$ cat src/hdl/ssm_pkg.sv
// Package for the sorted set merge unit: beat types, codes and sizing constants.
package ssm_pkg;

  // Default sizing of the element lists.
  localparam int LIST_DEPTH_DEF  = 32;
  localparam int VALUE_WIDTH_DEF = 32;

  // Depth of the command queue between front and back.
  localparam int CMD_DEPTH = 4;

  // Configuration port.
  localparam int CFG_ADDR_W = 3;
  localparam int CFG_DATA_W = 32;
  localparam logic REG_OPERATION = 1'b0;

  // Input kind codes.
  localparam logic [1:0] KIND_FIRST  = 2'd0;
  localparam logic [1:0] KIND_SECOND = 2'd1;
  localparam logic [1:0] KIND_RUN    = 2'd2;

  // Operation codes.
  localparam logic [1:0] OP_DIFF  = 2'd0;
  localparam logic [1:0] OP_INTER = 2'd1;
  localparam logic [1:0] OP_SYMD  = 2'd2;
  localparam logic [1:0] OP_UNION = 2'd3;

  typedef struct packed {
    logic [1:0]  kind;
    logic [31:0] value;
  } ssm_in_t;

  typedef struct packed {
    logic [31:0] element;
    logic        valid_res;
    logic        last;
    logic        overflow;
  } ssm_out_t;

  typedef enum logic [1:0] {
    CMD_APPEND_FIRST,
    CMD_APPEND_SECOND,
    CMD_RUN
  } ssm_cmd_kind_t;

  typedef struct packed {
    ssm_cmd_kind_t kind;
    logic [31:0]   value;
  } ssm_cmd_t;

endpackage

$ cat src/hdl/ssm_front.sv
// Front end: accepts input beats, classifies them and queues commands.
module ssm_front
  import ssm_pkg::*;
(
  input  logic     clk,
  input  logic     rst_n,
  input  logic     in_valid,
  output logic     in_stall,
  input  ssm_in_t  in_data,
  input  logic     fifo_full,
  output logic     push,
  output ssm_cmd_t push_cmd
);

  logic known;

  // Map the input kind onto a command; an unused kind is swallowed.
  always_comb begin
    known         = 1'b1;
    push_cmd.kind = CMD_RUN;
    push_cmd.value = in_data.value;
    case (in_data.kind)
      KIND_FIRST: begin
        push_cmd.kind = CMD_APPEND_FIRST;
      end
      KIND_SECOND: begin
        push_cmd.kind = CMD_APPEND_SECOND;
      end
      KIND_RUN: begin
        push_cmd.kind = CMD_RUN;
      end
      default: begin
        known = 1'b0;
      end
    endcase
  end

  // Stall while the queue is full, and out of reset until ready_r is set.
  logic ready_r;

  always_ff @(posedge clk) begin
    if (!rst_n) begin
      ready_r <= 1'b0;
    end else begin
      ready_r <= 1'b1;
    end
  end

  assign in_stall = fifo_full || !ready_r;
  assign push     = in_valid && !in_stall && known;

endmodule

$ cat src/hdl/ssm_cmd_fifo.sv
// Short command queue that decouples the front end from the merge engine.
module ssm_cmd_fifo
  import ssm_pkg::*;
(
  input  logic     clk,
  input  logic     rst_n,
  input  logic     push,
  input  ssm_cmd_t push_cmd,
  output logic     full,
  input  logic     pop,
  output logic     cmd_valid,
  output ssm_cmd_t cmd
);

  localparam int PW = (CMD_DEPTH > 1) ? $clog2(CMD_DEPTH) : 1;
  localparam int NW = $clog2(CMD_DEPTH + 1);

  ssm_cmd_t        slots_r [CMD_DEPTH];
  logic [PW-1:0]   wr_ptr_r, wr_ptr_nxt;
  logic [PW-1:0]   rd_ptr_r, rd_ptr_nxt;
  logic [NW-1:0]   fill_r, fill_nxt;
  logic            do_push, do_pop;

  assign full      = (fill_r == NW'(CMD_DEPTH));
  assign cmd_valid = (fill_r != '0);
  assign cmd       = slots_r[rd_ptr_r];
  assign do_push   = push && !full;
  assign do_pop    = pop && cmd_valid;

  // Pointer and fill updates, wrapping at the queue depth.
  always_comb begin
    wr_ptr_nxt = wr_ptr_r;
    rd_ptr_nxt = rd_ptr_r;
    fill_nxt   = fill_r;
    if (do_push) begin
      wr_ptr_nxt = (wr_ptr_r == PW'(CMD_DEPTH - 1)) ? '0 : wr_ptr_r + PW'(1);
    end
    if (do_pop) begin
      rd_ptr_nxt = (rd_ptr_r == PW'(CMD_DEPTH - 1)) ? '0 : rd_ptr_r + PW'(1);
    end
    if (do_push && !do_pop) begin
      fill_nxt = fill_r + NW'(1);
    end else if (do_pop && !do_push) begin
      fill_nxt = fill_r - NW'(1);
    end
  end

  always_ff @(posedge clk) begin
    if (!rst_n) begin
      wr_ptr_r <= '0;
      rd_ptr_r <= '0;
      fill_r   <= '0;
    end else begin
      wr_ptr_r <= wr_ptr_nxt;
      rd_ptr_r <= rd_ptr_nxt;
      fill_r   <= fill_nxt;
    end
  end

  // Slot storage carries no reset.
  always_ff @(posedge clk) begin
    if (do_push) begin
      slots_r[wr_ptr_r] <= push_cmd;
    end
  end

endmodule

$ cat src/hdl/ssm_back.sv
// Merge engine: holds both lists, performs appends and steps through a merge.
module ssm_back
  import ssm_pkg::*;
#(
  parameter int LIST_DEPTH  = LIST_DEPTH_DEF,
  parameter int VALUE_WIDTH = VALUE_WIDTH_DEF
) (
  input  logic       clk,
  input  logic       rst_n,
  input  logic [1:0] operation,
  input  logic       cmd_valid,
  input  ssm_cmd_t   cmd,
  output logic       pop,
  output logic       out_valid,
  input  logic       out_stall,
  output ssm_out_t   out_data
);

  localparam int SW = (VALUE_WIDTH < 32) ? VALUE_WIDTH : 32;
  localparam int CW = $clog2(LIST_DEPTH + 1);
  localparam int IW = (LIST_DEPTH > 1) ? $clog2(LIST_DEPTH) : 1;

  typedef enum logic {ST_IDLE, ST_RUN} state_t;

  logic [SW-1:0] first_mem  [LIST_DEPTH];
  logic [SW-1:0] second_mem [LIST_DEPTH];

  state_t        state_r, state_nxt;
  logic [CW-1:0] i_r, i_nxt, j_r, j_nxt;
  logic [CW-1:0] cnt_a_r, cnt_a_nxt, cnt_b_r, cnt_b_nxt;
  logic          drop_r, drop_nxt;
  logic          pend_valid_r, pend_valid_nxt;
  logic [SW-1:0] pend_r, pend_nxt;
  logic          out_valid_r, out_valid_nxt;
  ssm_out_t      out_data_r, out_data_nxt;

  logic          wr_a, wr_b;
  logic [SW-1:0] a_val, b_val;
  logic          a_ok, b_ok, a_lt, b_lt;
  logic          adv_i, adv_j, emit, done;
  logic [SW-1:0] emit_val;
  logic          out_free;

  assign a_val    = first_mem[i_r[IW-1:0]];
  assign b_val    = second_mem[j_r[IW-1:0]];
  assign a_ok     = (i_r < cnt_a_r);
  assign b_ok     = (j_r < cnt_b_r);
  assign a_lt     = (a_val < b_val);
  assign b_lt     = (b_val < a_val);
  assign out_free = !out_valid_r || !out_stall;
  assign pop      = (state_r == ST_IDLE) && cmd_valid;

  // One merge step: which heads advance and whether one of them is emitted.
  always_comb begin
    adv_i    = 1'b0;
    adv_j    = 1'b0;
    emit     = 1'b0;
    emit_val = a_val;
    done     = 1'b0;
    case (operation)
      OP_DIFF: begin
        if (!a_ok) begin
          done = 1'b1;
        end else if (!b_ok || a_lt) begin
          emit  = 1'b1;
          adv_i = 1'b1;
        end else if (b_lt) begin
          adv_j = 1'b1;
        end else begin
          adv_i = 1'b1;
          adv_j = 1'b1;
        end
      end
      OP_INTER: begin
        if (!a_ok || !b_ok) begin
          done = 1'b1;
        end else if (a_lt) begin
          adv_i = 1'b1;
        end else if (b_lt) begin
          adv_j = 1'b1;
        end else begin
          emit  = 1'b1;
          adv_i = 1'b1;
          adv_j = 1'b1;
        end
      end
      default: begin
        if (!a_ok && !b_ok) begin
          done = 1'b1;
        end else if (!a_ok) begin
          emit     = 1'b1;
          emit_val = b_val;
          adv_j    = 1'b1;
        end else if (!b_ok || a_lt) begin
          emit  = 1'b1;
          adv_i = 1'b1;
        end else if (b_lt) begin
          emit     = 1'b1;
          emit_val = b_val;
          adv_j    = 1'b1;
        end else begin
          emit  = (operation == OP_UNION);
          adv_i = 1'b1;
          adv_j = 1'b1;
        end
      end
    endcase
  end

  // Sequencer: appends in idle, one merge step per cycle unless stalled.
  // The newest found element is held back so the final one can carry last.
  always_comb begin
    state_nxt      = state_r;
    i_nxt          = i_r;
    j_nxt          = j_r;
    cnt_a_nxt      = cnt_a_r;
    cnt_b_nxt      = cnt_b_r;
    drop_nxt       = drop_r;
    pend_valid_nxt = pend_valid_r;
    pend_nxt       = pend_r;
    out_valid_nxt  = out_valid_r && out_stall;
    out_data_nxt   = out_data_r;
    wr_a           = 1'b0;
    wr_b           = 1'b0;
    case (state_r)
      ST_IDLE: begin
        if (cmd_valid) begin
          case (cmd.kind)
            CMD_APPEND_FIRST: begin
              if (cnt_a_r < CW'(LIST_DEPTH)) begin
                wr_a      = 1'b1;
                cnt_a_nxt = cnt_a_r + CW'(1);
              end else begin
                drop_nxt = 1'b1;
              end
            end
            CMD_APPEND_SECOND: begin
              if (cnt_b_r < CW'(LIST_DEPTH)) begin
                wr_b      = 1'b1;
                cnt_b_nxt = cnt_b_r + CW'(1);
              end else begin
                drop_nxt = 1'b1;
              end
            end
            CMD_RUN: begin
              i_nxt          = '0;
              j_nxt          = '0;
              pend_valid_nxt = 1'b0;
              state_nxt      = ST_RUN;
            end
            default: begin
              state_nxt = ST_IDLE;
            end
          endcase
        end
      end
      ST_RUN: begin
        if (out_free) begin
          if (done) begin
            // Final beat: the held element, or an empty marker.
            out_valid_nxt          = 1'b1;
            out_data_nxt.element   = pend_valid_r ? 32'(pend_r) : '0;
            out_data_nxt.valid_res = pend_valid_r;
            out_data_nxt.last      = 1'b1;
            out_data_nxt.overflow  = drop_r;
            pend_valid_nxt         = 1'b0;
            cnt_a_nxt              = '0;
            cnt_b_nxt              = '0;
            drop_nxt               = 1'b0;
            state_nxt              = ST_IDLE;
          end else begin
            if (adv_i) begin
              i_nxt = i_r + CW'(1);
            end
            if (adv_j) begin
              j_nxt = j_r + CW'(1);
            end
            if (emit) begin
              if (pend_valid_r) begin
                out_valid_nxt          = 1'b1;
                out_data_nxt.element   = 32'(pend_r);
                out_data_nxt.valid_res = 1'b1;
                out_data_nxt.last      = 1'b0;
                out_data_nxt.overflow  = drop_r;
              end
              pend_valid_nxt = 1'b1;
              pend_nxt       = emit_val;
            end
          end
        end
      end
      default: begin
        state_nxt = ST_IDLE;
      end
    endcase
  end

  always_ff @(posedge clk) begin
    if (!rst_n) begin
      state_r      <= ST_IDLE;
      i_r          <= '0;
      j_r          <= '0;
      cnt_a_r      <= '0;
      cnt_b_r      <= '0;
      drop_r       <= 1'b0;
      pend_valid_r <= 1'b0;
      out_valid_r  <= 1'b0;
    end else begin
      state_r      <= state_nxt;
      i_r          <= i_nxt;
      j_r          <= j_nxt;
      cnt_a_r      <= cnt_a_nxt;
      cnt_b_r      <= cnt_b_nxt;
      drop_r       <= drop_nxt;
      pend_valid_r <= pend_valid_nxt;
      out_valid_r  <= out_valid_nxt;
    end
    pend_r     <= pend_nxt;
    out_data_r <= out_data_nxt;
  end

  // List storage; entries at or above the counts never reach the output.
  always_ff @(posedge clk) begin
    if (wr_a) begin
      first_mem[cnt_a_r[IW-1:0]] <= cmd.value[SW-1:0];
    end
    if (wr_b) begin
      second_mem[cnt_b_r[IW-1:0]] <= cmd.value[SW-1:0];
    end
  end

  assign out_valid = out_valid_r;
  assign out_data  = out_data_r;

endmodule

$ cat src/hdl/sorted_set_merge_operations_top.sv
// Sorted set merge unit: difference, intersection, symmetric difference or union of two lists.
// After reset the input waits on ready_r, then takes one beat per cycle unless the fifo fills.
// A run holds the engine while it takes the command, performs merge steps (at most both
// counts summed) and registers the final beat, longer under output stalls. A four-entry
// queue buffers beats.
// Synchronous active-low reset empties both lists, clears overflow and selects difference.
module sorted_set_merge_operations_top
  import ssm_pkg::*;
#(
  parameter int LIST_DEPTH  = LIST_DEPTH_DEF,
  parameter int VALUE_WIDTH = VALUE_WIDTH_DEF
) (
  input  logic                  clk,
  input  logic                  rst_n,
  input  logic                  in_valid,
  output logic                  in_stall,
  input  ssm_in_t               in_data,
  output logic                  out_valid,
  input  logic                  out_stall,
  output ssm_out_t              out_data,
  input  logic                  cfg_psel,
  input  logic                  cfg_penable,
  input  logic                  cfg_pwrite,
  input  logic [CFG_ADDR_W-1:0] cfg_paddr,
  input  logic [CFG_DATA_W-1:0] cfg_pwdata,
  output logic [CFG_DATA_W-1:0] cfg_prdata,
  output logic                  cfg_pready
);

  logic [1:0] operation_r, operation_nxt;
  logic       reg_sel;
  logic       push, fifo_full, pop, cmd_valid;
  ssm_cmd_t   push_cmd, cmd;

  // Configuration register: one word per register index.
  assign reg_sel    = (cfg_paddr[CFG_ADDR_W-1:2] == (CFG_ADDR_W - 2)'(REG_OPERATION));
  assign cfg_pready = 1'b1;
  assign cfg_prdata = reg_sel ? CFG_DATA_W'(operation_r) : '0;

  always_comb begin
    operation_nxt = operation_r;
    if (cfg_psel && cfg_penable && cfg_pwrite && reg_sel) begin
      operation_nxt = cfg_pwdata[1:0];
    end
  end

  always_ff @(posedge clk) begin
    if (!rst_n) begin
      operation_r <= OP_DIFF;
    end else begin
      operation_r <= operation_nxt;
    end
  end

  ssm_front u_front (
    .clk       (clk),
    .rst_n     (rst_n),
    .in_valid  (in_valid),
    .in_stall  (in_stall),
    .in_data   (in_data),
    .fifo_full (fifo_full),
    .push      (push),
    .push_cmd  (push_cmd)
  );

  ssm_cmd_fifo u_fifo (
    .clk       (clk),
    .rst_n     (rst_n),
    .push      (push),
    .push_cmd  (push_cmd),
    .full      (fifo_full),
    .pop       (pop),
    .cmd_valid (cmd_valid),
    .cmd       (cmd)
  );

  ssm_back #(
    .LIST_DEPTH  (LIST_DEPTH),
    .VALUE_WIDTH (VALUE_WIDTH)
  ) u_back (
    .clk       (clk),
    .rst_n     (rst_n),
    .operation (operation_r),
    .cmd_valid (cmd_valid),
    .cmd       (cmd),
    .pop       (pop),
    .out_valid (out_valid),
    .out_stall (out_stall),
    .out_data  (out_data)
  );

endmodule
$ cat config.mk
export PLATFORM = sky130hd
export DESIGN_NAME = sorted_set_merge_operations_top
export DESIGN_NICKNAME = d
export VERILOG_FILES = /design/src/hdl/ssm_pkg.sv /design/src/hdl/ssm_front.sv /design/src/hdl/ssm_cmd_fifo.sv /design/src/hdl/ssm_back.sv /design/src/hdl/sorted_set_merge_operations_top.sv
export SDC_FILE = /design/constraint.sdc
export NUM_CORES = 2
export LEC_CHECK = 0
export ABC_CLOCK_PERIOD_IN_PS = 14700
export BUFFER_PORTS_ARGS = -buffer_cell sky130_fd_sc_hd__buf_2
export CAP_MARGIN = 25
export CORE_AREA = 2 2 449 451
export DETAILED_ROUTE_END_ITERATION = 8
export DIE_AREA = 0 0 451 453
export GPL_TIMING_DRIVEN = 1
export PLACE_DENSITY = 0.67
export SLEW_MARGIN = 20
export SYNTH_ARGS = -nofsm -noshare
export SYNTH_HDL_FRONTEND = slang
export SYNTH_HIERARCHICAL = 1
export SYNTH_SLANG_ARGS = --single-unit
$ cat constraint.sdc
create_clock -name clk -period 14.7 [get_ports clk]
set_clock_uncertainty 0.15 [all_clocks]
set_input_delay 2.94 -clock clk [delete_from_list [all_inputs] [get_ports clk]]
set_output_delay 2.94 -clock clk [all_outputs]
set_load 0.1 [all_outputs]
==> qor.csv <==
metric,value,unit
detail-route-antenna-nets,0,
finalWeightedCongestion,0.888,
fp-row-count,164,
cts_setup_buffers,0,
slew_violations,0,
dp_hpwl,107000,um
final.period_utilization,52.2,%
cap_viol_max_count,0,
power.leakage,29.8,nW
mostFrequentLayoutCells,"edfxtp_1 (2,251), mux4_2 (674), clkbuf_16 (216), buf_4 (117), buf_2 (82)",
drtIter0Drc,4967,
syn_area_per_cell,23.3,sq um
synth_ff_type,edfxtp_1,
core_area,0.199,sq mm
clk_latency,840,ps
finalSetupTns,0,ps
routed_via_density,5.85,
nNetsFinal,4160,
power_density,149,mW/mm^2
start_util,44.7,%
clk_pin_slew_worst_paths,60,ps
post_cts_resized,0,
status,completed,
netlist_instances,3824,
clockBufferDepth,3,
period_minus_slack,7670,ps
holdPathStages,0,
worst-path-max-fanout,103,
critPathMaxStageDelay,890,ps
via_count,40100,
worstMarginPinSlew,1140,ps
highest_layer,met4,
yosys.area.top_type,edfxtp_1,
met3WireLength,14900,um
hold_path_class,reg2reg,
first_global_vias,40600,
track_usage,20.0,%
die_w,451,um
post-place-ws,6840,ps
fin_ws,7030,ps
port_buffers,82,
yosysSeqAreaShare,77.0,%
peakVddDrop,0.121,mV
drt-total-wl,204000,um
grt_first_pass_wirelength,290000,um
synth_area_leaders,"edfxtp_1 (76%), mux4_2 (17%), dfxtp_1 (1.1%)",
worstSetupPathType,reg2reg,
yosys_warnings,6,
synth_edf_count,2251,
cp_slowest_cell,dfxtp_4,
r2r_cells,15,
cts_made_buffers,209,
multiInputGateArea,0.0197,sq mm
netlist_area,0.0891,sq mm
drtPass1Iterations,5,
critPathBufInv,3,
critPathCaptureType,flop,
cts_tree,built,
final_common_cell,edfxtp_1,
ys_types,57,
arrival,8090,ps
ios,146,
crit_family,buffers and inverters,
grt_max_degree,147,
crit_chain,"buf_12, buf_4, mux4_2, mux4_2, mux2i_1, ha_1, nand4_1, nor4_1, a221oi_1, nand3_1, nor2_1, o211ai_4, buf_4, nand2_1, o21a_1",
rsz0062_at_grt,false,
fill_cells,15300,
area_delta_synth_final,12.0,%
drive_gt1_share,30.7,%
critPathRequiredTime,15130,ps
finalHoldViolCount,0,
antenna_found_initial,10,
wl_per_cell,29.8,um
postCtsHoldBufs,0,
ys_ff_latch,2301,
drc,0,
overflow,0,
drt-met1-wl,79200,um
finalSetupViolations,0,
critical_path_depth,15,
cts_root_buffer,clkbuf_16,
async_flop_share,0,%
regArea,0.0686,sq mm
dieArea,0.204,sq mm
cts_max_level,4,
synth_top_area_share,75.9,%
chipHeight,453,um
cts.sinks,2301,
met2_length,102000,um
startpoint_type,flop,
fmax,0.130,GHz
relSlewSlack,23.8,%
[worst paths after layout]
| check | endpoint | slack, ps | from |
|---|---|---|---|
| max | u_back/pend_r[11] | 7030 | flop |
| min | u_back/out_data[0] | 310 | u_back/drop_r |
| max reg2reg | u_back/pend_r[11] | 7030 | flop |
| min reg2reg | u_back/out_data[0] | 310 | u_back/drop_r |
[sequential cells by signal, indices dropped and copies added (netlist names), 2 cells and up, named ones only]
register and cells:
u_back/cnt_a_r 6, u_back/second_mem 1024, u_back/pend_r 32, operation_r 2, u_fifo/wr_ptr_r 2, u_back/first_mem 1024
u_back/out_data 35, u_fifo/slots_r 136, u_back/cnt_b_r 6, u_back/j_r 6, u_back/i_r 6, u_fifo/rd_ptr_r 2
u_fifo/fill_r 3
[routing by layer]
metal / vias to the layer above / global-route usage (%)
met5: - / 0
met4: 0 / 8.02
met3: 305 / 3.37
met2: 1569 / 32.9
met1: 21800 / 26.6
li1: 16500 / -
[cell families after synthesis]
kind of cell	Yosys count	synth area share, %
mux	745	17.9
fa+ha+maj	59	0.837
xor+xnor	10	0.0983
simple gates	305	1.61
buf+inv	268	1.58
compound gates	134	1.00
other cells	2	0.00843
flops	2301	77.0
[power breakdown]
| part | internal, mW | total, mW | switching [mW] | leakage, nW |
|---|---|---|---|---|
| clock | 2.93 | 5.25 | 2.33 | 3.22 |
| combinational | 0.316 | 1.62 | 1.30 | 5.89 |
| sequential | 7.94 | 7.97 | 0.0337 | 20.7 |
[stage by stage]
stage | cells | power (mW) | utilization [%] | area [sq um] | hold slack (ps)
finish | 6860 | 14.8 | 50.1 | 99800 | 305
global route | 6858 | 15.3 | 50.1 | 99800 | 314
detailed placement | 6469 | 9.75 | 46.8 | 93200 | 281
global placement | 6468 | 9.67 | 46.7 | 93100 | 269
floorplan | 3853 | 8.99 | - | 89200 | 259
CTS | 6857 | 14.9 | 50.1 | 99700 | 297
[cells in the mapped netlist (2+ instances only)]
| library cell | number |
|---|---|
| nand2_1 | 80 |
| mux2_2 | 31 |
| a2111oi_0 | 2 |
| nor4_1 | 2 |
| dfxtp_1 | 50 |
| clkbuf_1 | 92 |
| o211ai_1 | 2 |
| o21a_1 | 41 |
| buf_6 | 4 |
| nand4_1 | 11 |
| o21ai_1 | 2 |
| buf_1 | 22 |
| mux4_2 | 670 |
| a41oi_1 | 2 |
| o21ai_0 | 22 |
| or3_1 | 5 |
| conb_1 | 2 |
| xnor2_1 | 9 |
| inv_1 | 24 |
| a221oi_1 | 2 |
| o31ai_1 | 4 |
| a21boi_0 | 5 |
| mux4_1 | 4 |
| edfxtp_1 | 2251 |
| a21oi_1 | 34 |
| a21o_1 | 3 |
| buf_2 | 56 |
| buf_4 | 67 |
| nand3_1 | 27 |
| mux2i_1 | 40 |
| nor2b_1 | 41 |
| nand2b_1 | 6 |
| a211oi_1 | 8 |
| nor2_1 | 105 |
| buf_12 | 3 |
| and2b_2 | 2 |
| and2_1 | 10 |
| ha_1 | 58 |
| nor3_1 | 7 |
[layout make-up]
cell class / instances / share of cell area (%)
sequential: 2301 / 68.8
multi-input combinational: 1284 / 19.8
clock buffer: 265 / 5.63
tap: 2656 / 3.33
timing repair buffer: 205 / 1.42
clock inverter: 123 / 0.979
inverter: 24 / 0.0903
antenna: 2 / 0.00502
(Power assumes the default switching activity.)
